### config.mk
export PLATFORM = sky130hd
export DESIGN_NAME = periodic_task_scheduler
export DESIGN_NICKNAME = d
export VERILOG_FILES = /design/src/hw/rtl/ptsch_pkg.sv /design/src/hw/rtl/periodic_task_scheduler.sv
export SDC_FILE = /design/constraint.sdc
export NUM_CORES = 1
export LEC_CHECK = 0
export CORE_MARGIN = 8
export CORE_UTILIZATION = 31
export CTS_CLUSTER_DIAMETER = 60
export CTS_CLUSTER_SIZE = 12
export DETAILED_ROUTE_END_ITERATION = 12
export DONT_BUFFER_PORTS = 1
export GPL_ROUTABILITY_DRIVEN = 0
export PLACE_DENSITY_LB_ADDON = 0.05
export SETUP_SLACK_MARGIN = 0.1
export SLEW_MARGIN = 20
export SYNTH_ARGS = -nofsm -noshare
export SYNTH_HDL_FRONTEND = slang
export SYNTH_SLANG_ARGS = --single-unit
export TNS_END_PERCENT = 20
### constraint.sdc
create_clock -name clk -period 8.3 [get_ports clk]
set_clock_uncertainty 0.05 [all_clocks]
set_input_delay 0.83 -clock clk [delete_from_list [all_inputs] [get_ports clk]]
set_output_delay 0.83 -clock clk [all_outputs]
set_load 0.1 [all_outputs]
### src/hw/rtl/ptsch_pkg.sv
// shared types, opcodes and defaults for the periodic task scheduler
package ptsch_pkg;

    localparam int TASK_SLOTS_DEF = 16;

    localparam logic [2:0] OP_TICK     = 3'd0;
    localparam logic [2:0] OP_CREATE   = 3'd1;
    localparam logic [2:0] OP_WAKE     = 3'd2;
    localparam logic [2:0] OP_SLEEP    = 3'd3;
    localparam logic [2:0] OP_DISPATCH = 3'd4;

    typedef struct packed {
        logic [2:0]  opcode;
        logic [3:0]  task_index;
        logic [15:0] period_ticks;
    } cmd_t;

    typedef struct packed {
        logic       served_valid;
        logic [3:0] served_index;
        logic       create_rejected;
    } rsp_t;

endpackage

### src/hw/rtl/periodic_task_scheduler.sv
// periodic task scheduler top level: slot table, tick sweep and round-robin dispatch
//
//  channel   | signals           | handshake
//  ----------+-------------------+------------------------------------------
//  command   | start, busy, cmd  | transfer when start high and busy low
//  response  | done, rsp         | one cycle strobe, always taken
//
// create, wake, sleep and unknown opcodes: response in the cycle after the transfer
// tick: busy while the sweep runs, one slot per cycle through the counter memory port
// dispatch: busy until a ready slot is served or every slot is examined, one slot examined per cycle
// reset clears used and ready bits at once; the period and counter memories need no clearing
// responses cannot be held off, so nothing inside ever waits on the receiver
module periodic_task_scheduler #(
    parameter int TASK_SLOTS = ptsch_pkg::TASK_SLOTS_DEF
) (
    input  logic            clk,
    input  logic            rst_n,
    input  logic            start,
    output logic            busy,
    input  ptsch_pkg::cmd_t cmd,
    output logic            done,
    output ptsch_pkg::rsp_t rsp
);
    import ptsch_pkg::*;

    localparam int IDX_W = (TASK_SLOTS > 1) ? $clog2(TASK_SLOTS) : 1;
    localparam int CNT_W = IDX_W + 1;

    typedef enum logic [1:0] {
        ST_IDLE,
        ST_TICK,
        ST_SCAN
    } state_t;

    state_t                  state_reg, state_next;
    logic [TASK_SLOTS-1:0]   used_reg, used_next;
    logic [TASK_SLOTS-1:0]   ready_reg, ready_next;
    logic [IDX_W-1:0]        scan_pos_reg, scan_pos_next;
    logic [IDX_W-1:0]        pos_reg, pos_next;
    logic [CNT_W-1:0]        n_reg, n_next;
    logic [CNT_W-1:0]        ptr_reg, ptr_next;
    logic                    upd_vld_reg, upd_vld_next;
    logic [IDX_W-1:0]        upd_idx_reg, upd_idx_next;
    logic                    done_reg, done_next;
    rsp_t                    rsp_reg, rsp_next;

    logic [15:0]             period_mem [TASK_SLOTS];
    logic [15:0]             count_mem  [TASK_SLOTS];
    logic [15:0]             period_rd_reg;
    logic [15:0]             count_rd_reg;

    logic                    per_we;
    logic [IDX_W-1:0]        per_wa;
    logic [15:0]             per_wd;
    logic                    cnt_we;
    logic [IDX_W-1:0]        cnt_wa;
    logic [15:0]             cnt_wd;
    logic [IDX_W-1:0]        rd_addr;

    logic                    accept;
    logic                    in_range;
    logic [IDX_W-1:0]        cmd_idx;
    logic [15:0]             cnt_inc;
    logic                    expire;
    logic [IDX_W-1:0]        pos_inc;
    logic                    hit;

    assign busy     = (state_reg != ST_IDLE);
    assign done     = done_reg;
    assign rsp      = rsp_reg;
    assign accept   = start && !busy;
    assign in_range = int'(cmd.task_index) < TASK_SLOTS;
    assign cmd_idx  = IDX_W'(cmd.task_index);
    assign rd_addr  = ptr_reg[IDX_W-1:0];
    assign cnt_inc  = count_rd_reg + 16'd1;
    assign expire   = (cnt_inc >= period_rd_reg);
    assign pos_inc  = (pos_reg == IDX_W'(TASK_SLOTS - 1)) ? '0 : pos_reg + IDX_W'(1);
    assign hit      = used_reg[pos_reg] && ready_reg[pos_reg];

    always_comb
    begin
        state_next    = state_reg;
        used_next     = used_reg;
        ready_next    = ready_reg;
        scan_pos_next = scan_pos_reg;
        pos_next      = pos_reg;
        n_next        = n_reg;
        ptr_next      = ptr_reg;
        upd_vld_next  = 1'b0;
        upd_idx_next  = upd_idx_reg;
        done_next     = 1'b0;
        rsp_next      = '0;
        per_we        = 1'b0;
        per_wa        = cmd_idx;
        per_wd        = cmd.period_ticks;
        cnt_we        = 1'b0;
        cnt_wa        = cmd_idx;
        cnt_wd        = '0;

        unique case (state_reg)
            ST_IDLE:
            begin
                if (accept)
                begin
                    unique case (cmd.opcode)
                        OP_TICK:
                        begin
                            state_next = ST_TICK;
                            ptr_next   = '0;
                        end
                        OP_CREATE:
                        begin
                            done_next = 1'b1;
                            if (in_range)
                            begin
                                if (used_reg[cmd_idx])
                                begin
                                    rsp_next.create_rejected = 1'b1;
                                end
                                else
                                begin
                                    used_next[cmd_idx]  = 1'b1;
                                    ready_next[cmd_idx] = 1'b0;
                                    per_we              = 1'b1;
                                    cnt_we              = 1'b1;
                                end
                            end
                        end
                        OP_WAKE:
                        begin
                            done_next = 1'b1;
                            if (in_range)
                            begin
                                ready_next[cmd_idx] = 1'b1;
                            end
                        end
                        OP_SLEEP:
                        begin
                            done_next = 1'b1;
                            if (in_range)
                            begin
                                ready_next[cmd_idx] = 1'b0;
                            end
                        end
                        OP_DISPATCH:
                        begin
                            state_next = ST_SCAN;
                            pos_next   = scan_pos_reg;
                            n_next     = '0;
                        end
                        default:
                        begin
                            done_next = 1'b1;
                        end
                    endcase
                end
            end
            ST_TICK:
            begin
                // read slot ptr while updating the slot read the cycle before
                if (ptr_reg < CNT_W'(TASK_SLOTS))
                begin
                    upd_vld_next = 1'b1;
                    upd_idx_next = ptr_reg[IDX_W-1:0];
                    ptr_next     = ptr_reg + CNT_W'(1);
                end
                if (upd_vld_reg && used_reg[upd_idx_reg])
                begin
                    cnt_we = 1'b1;
                    cnt_wa = upd_idx_reg;
                    cnt_wd = expire ? 16'd0 : cnt_inc;
                    if (expire)
                    begin
                        ready_next[upd_idx_reg] = 1'b1;
                    end
                end
                if (upd_vld_reg && (ptr_reg == CNT_W'(TASK_SLOTS)))
                begin
                    state_next = ST_IDLE;
                    done_next  = 1'b1;
                end
            end
            ST_SCAN:
            begin
                if (hit)
                begin
                    ready_next[pos_reg]   = 1'b0;
                    rsp_next.served_valid = 1'b1;
                    rsp_next.served_index = 4'(pos_reg);
                    scan_pos_next         = pos_inc;
                    state_next            = ST_IDLE;
                    done_next             = 1'b1;
                end
                else if (n_reg == CNT_W'(TASK_SLOTS - 1))
                begin
                    state_next = ST_IDLE;
                    done_next  = 1'b1;
                end
                else
                begin
                    pos_next = pos_inc;
                    n_next   = n_reg + CNT_W'(1);
                end
            end
            default:
            begin
                state_next = ST_IDLE;
            end
        endcase
    end

    always_ff @(posedge clk or negedge rst_n)
    begin
        if (!rst_n)
        begin
            state_reg    <= ST_IDLE;
            used_reg     <= '0;
            ready_reg    <= '0;
            scan_pos_reg <= '0;
            pos_reg      <= '0;
            n_reg        <= '0;
            ptr_reg      <= '0;
            upd_vld_reg  <= 1'b0;
            upd_idx_reg  <= '0;
            done_reg     <= 1'b0;
            rsp_reg      <= '0;
        end
        else
        begin
            state_reg    <= state_next;
            used_reg     <= used_next;
            ready_reg    <= ready_next;
            scan_pos_reg <= scan_pos_next;
            pos_reg      <= pos_next;
            n_reg        <= n_next;
            ptr_reg      <= ptr_next;
            upd_vld_reg  <= upd_vld_next;
            upd_idx_reg  <= upd_idx_next;
            done_reg     <= done_next;
            rsp_reg      <= rsp_next;
        end
    end

    // period and counter memories, one write and one registered read each
    always_ff @(posedge clk)
    begin
        if (per_we)
        begin
            period_mem[per_wa] <= per_wd;
        end
        if (cnt_we)
        begin
            count_mem[cnt_wa] <= cnt_wd;
        end
        period_rd_reg <= period_mem[rd_addr];
        count_rd_reg  <= count_mem[rd_addr];
    end

endmodule

==> flow_summary_export.csv <==
group,metric,value,unit
power,power.total,0.00902,W
clocking,cts_root_buf,"clkbuf_16",
drt,totalWireLength,67800,um
layout,layout-drive-gt1-share,25.7,%
worst_setup_path,crit_type,"reg2reg",
hold_path,hold_class,"in2async",
power,p_leak,8.96,nW
global_routing,grt_pass1_wl,99300,um
yosys,synth_fp_nets,1423,
clocking,post_cts_buffers,0,
flow_run,cap_violations,0,
timing,fin_crit,4320,ps
global_routing,grt_max_degree,65,
clocking,cts_tree,"built",
yosys,seq_area_frac_synth,70.4,%
floorplan,fp.dieH,300,um
yosys,ys.flop_type,"edfxtp_1",
worst_setup_path,crit_chain,"and3_1 > and3_1 > nand4_1 > nor3_1 > xor2_1 > ha_1 > nand4_1 > nor2_1 > a211o_1 > a311oi_2 > buf_4 > nand2_1 > nor2b_1",
layout,fill_cells,7492,
floorplan,pin_count,34,
layout,area_delta_synth_final,14.7,%
drt,firstDrtPassIters,5,
timing,relSlewSlack,34.6,%
timing,finalSetupViolCount,0,
yosys,ys_ff_latch,608,
floorplan,die_w,300,um
status,outcome,"completed",
global_routing,grt_usage,15.1,%
global_routing,gr-total-overflow,0,
clocking,clock_latency,610,ps
timing,fin_setup_tns,0,ps
clocking,htreeDepth,3,
placement,placed_area,26500,um^2
power,peakVddDrop,136,uV
yosys,synthesis.area,25000,um^2
timing,slew_viol_final,0,
layout,final_nets,1468,
floorplan,rows,104,
worst_setup_path,critPathLaunchType,"flip-flop",
placement,dp_hpwl,39300,um
yosys,avgSynthCellArea,18.3,um^2
power,p_per_area,314,nW/um^2
layout,reg.largest.list,"count_mem: 256 flops, period_mem: 256 flops",
floorplan,fp.dieArea,90100,um^2
clocking,clk_pin_slew_worst_paths,60,ps
drt,drc,0,
clocking,ctsLongestPathBuffers,3,
worst_setup_path,r2r-start,"count_rd_reg[2]",
worst_setup_path,critical-path-slowest-cell,"nor2b_1",
layout,antenna_cells,0,
placement,io_buffers,0,
floorplan,start_util,31.2,%
drt,final_antenna_net_count,0,
timing,fmax,231,MHz
drt,routedWlPerCell,26.8,um
global_routing,antenna_found_initial,1,
worst_setup_path,crit_path_max_incr_delay,780,ps
global_routing,grt_pass1_vias,13700,
timing,rsz0062_at_grt,"false",
worst_setup_path,r2r_cells,13,
layout,fin_area,28700,um^2
clocking,cts_made_buffers,70,
worst_setup_path,crit_path_end_kind,"flip-flop",
drt,via_count,12800,
worst_setup_path,cp.arrival,4540,ps
floorplan,core_area,80300,um^2
yosys,ys_types,68,
yosys,synth_edf_count,512,
worst_setup_path,r2r_end,"count_mem[4][13]",
timing,tightest_slew,980,ps
worst_setup_path,critPathRequiredTime,8510,ps
drt,vias_per_cell,5.06,
yosys,yosysWarnings,0,
yosys,syn_inst,1368,
yosys,synthArstFlopShare,10.5,%
clocking,cts_resized,0,
worst_setup_path,rrSetupSlack,3980,ps
worst_setup_path,crit_path_max_fanout,16,
timing,finalHoldViolCount,0,
clocking,clock_sinks,608,
timing,final.period_utilization,52.1,%
drt,drt_iter0_drc,873,
==> stage by stage <==
stage	util, %	cells	setup slack (ps)	hold WS [ps]
after global routing	35.8	2530	3390	57.8
after detailed placement	33.0	2400	3880	425
final	35.8	2530	3980	61.6
after CTS	35.8	2530	3840	30.3
after floorplan	-	1368	4780	398
after global placement	33.0	2400	4070	416
==> cell type report <==
cell class                      instances  area [um^2]  share of cell area [%]
Clock buffer                          101         1870                    6.50
Clock inverter                         28          368                    1.28
Inverter                               36          135                   0.471
Multi-Input combinational cell        650         7020                    24.4
Sequential cell                       608        17600                    61.4
Tap cell                             1060         1330                    4.62
Timing Repair Buffer                   47          373                    1.30
==> synthesized netlist by cell type (3+ instances only) <==
cell,n,area (um^2)
clkbuf_1,42,158
mux4_1,11,289
nor3_1,14,70.1
dfrtp_1,64,1600
a221oi_1,3,26.3
ha_1,29,363
or3_1,5,31.3
a32oi_1,5,43.8
and2_1,5,31.3
a31oi_1,20,125
buf_1,13,48.8
mux4_2,164,3690
edfxtp_1,512,15400
nor2_1,67,251
and3_1,20,125
o21ai_0,49,245
xor2_1,4,35.0
inv_1,36,135
o22a_1,3,26.3
a211oi_1,4,30.0
mux2i_1,12,120
o21a_1,3,22.5
or2_1,5,31.3
buf_6,7,78.8
xnor2_1,11,96.3
or2_2,14,87.6
dfxtp_1,32,641
nand2b_1,4,25.0
a21oi_1,42,210
nand2_1,60,225
a21o_1,4,30.0
buf_2,11,55.1
nand4_1,8,50.1
o211ai_1,4,30.0
mux2_2,7,78.8
nand3_1,22,110
nor2b_1,13,81.3
==> routing by layer <==
layer	GRT usage [%]	part of all wire (%)
met5	0	0
met4	4.37	2.2
met3	2.85	4.3
met2	25.3	50
met1	19.9	44
==> report_power, final <==
group / total (W) / internal, W / switching [W]
logic: 0.00213 / 0.000951 / 0.00118
clock network: 0.00304 / 0.00175 / 0.00129
registers: 0.00384 / 0.00352 / 0.000320
total: 0.00902 / 0.00623 / 0.00279
==> critical path: cells and delay by family, from the launching register on <==
kind / cells / cell delay [ps]
xor gates and xnor gates: 1 / 210
adders and majority gates: 1 / 270
DFF: 1 / 390
buffers and inverters: 1 / 270
AOI/OAI and AO/OA: 2 / 610
and+or+nand+nor: 8 / 2180
==> cell usage in the layout (no fill, tap or decap), drive strengths merged, types with 5 or more instances in the layout <==
cell	synthesis	final
inv	36	43
edfxtp	512	512
bufinv	0	5
a31oi	21	21
nor2b	13	13
clkinv	0	11
and3	20	20
clkinvlp	0	5
nand4	8	8
nor3	15	15
mux2	7	7
or3	5	5
and2	5	5
or2	19	19
clkbuf	42	101
dfrtp	64	64
buf	32	47
a32oi	5	5
mux2i	12	12
nor2	69	69
nand2	60	60
o21ai	49	49
xnor2	11	11
nand3	22	22
a21oi	42	42
mux4	175	175
ha	29	29
dfxtp	32	32
==> how the worst max path moves through the flow <==
stage	to	start	slack, ps	depth (start not counted)
floorplan	count_mem[0][13]	count_rd_reg[2]	4780	12
global placement	count_mem[0][14]	count_rd_reg[2]	4070	13
detailed placement	count_mem[0][14]	count_rd_reg[2]	3880	13
CTS	count_mem[13][14]	count_rd_reg[2]	3840	13
global route	count_mem[13][14]	count_rd_reg[2]	3390	13
finish	count_mem[4][13]	count_rd_reg[2]	3980	13
==> repair_timing <==
action / 4_1_cts / 5_1_grt
hold buffers: 1 / 0
endpoints found under the hold margin: 64 / 0
setup endpoints to repair: 0 / 0
==> kinds of logic after synthesis <==
family	count (synthesis)	share of synthesized area [%]
DFF	608	70.4
buffers and inverters	110	1.93
AOI/OAI and AO/OA	160	4.04
and+or+nand+nor	252	4.97
muxes	194	16.7
xor gates and xnor gates	15	0.525
adders and majority gates	29	1.45
No activity file was read; power rests on OpenSTA's default activity.
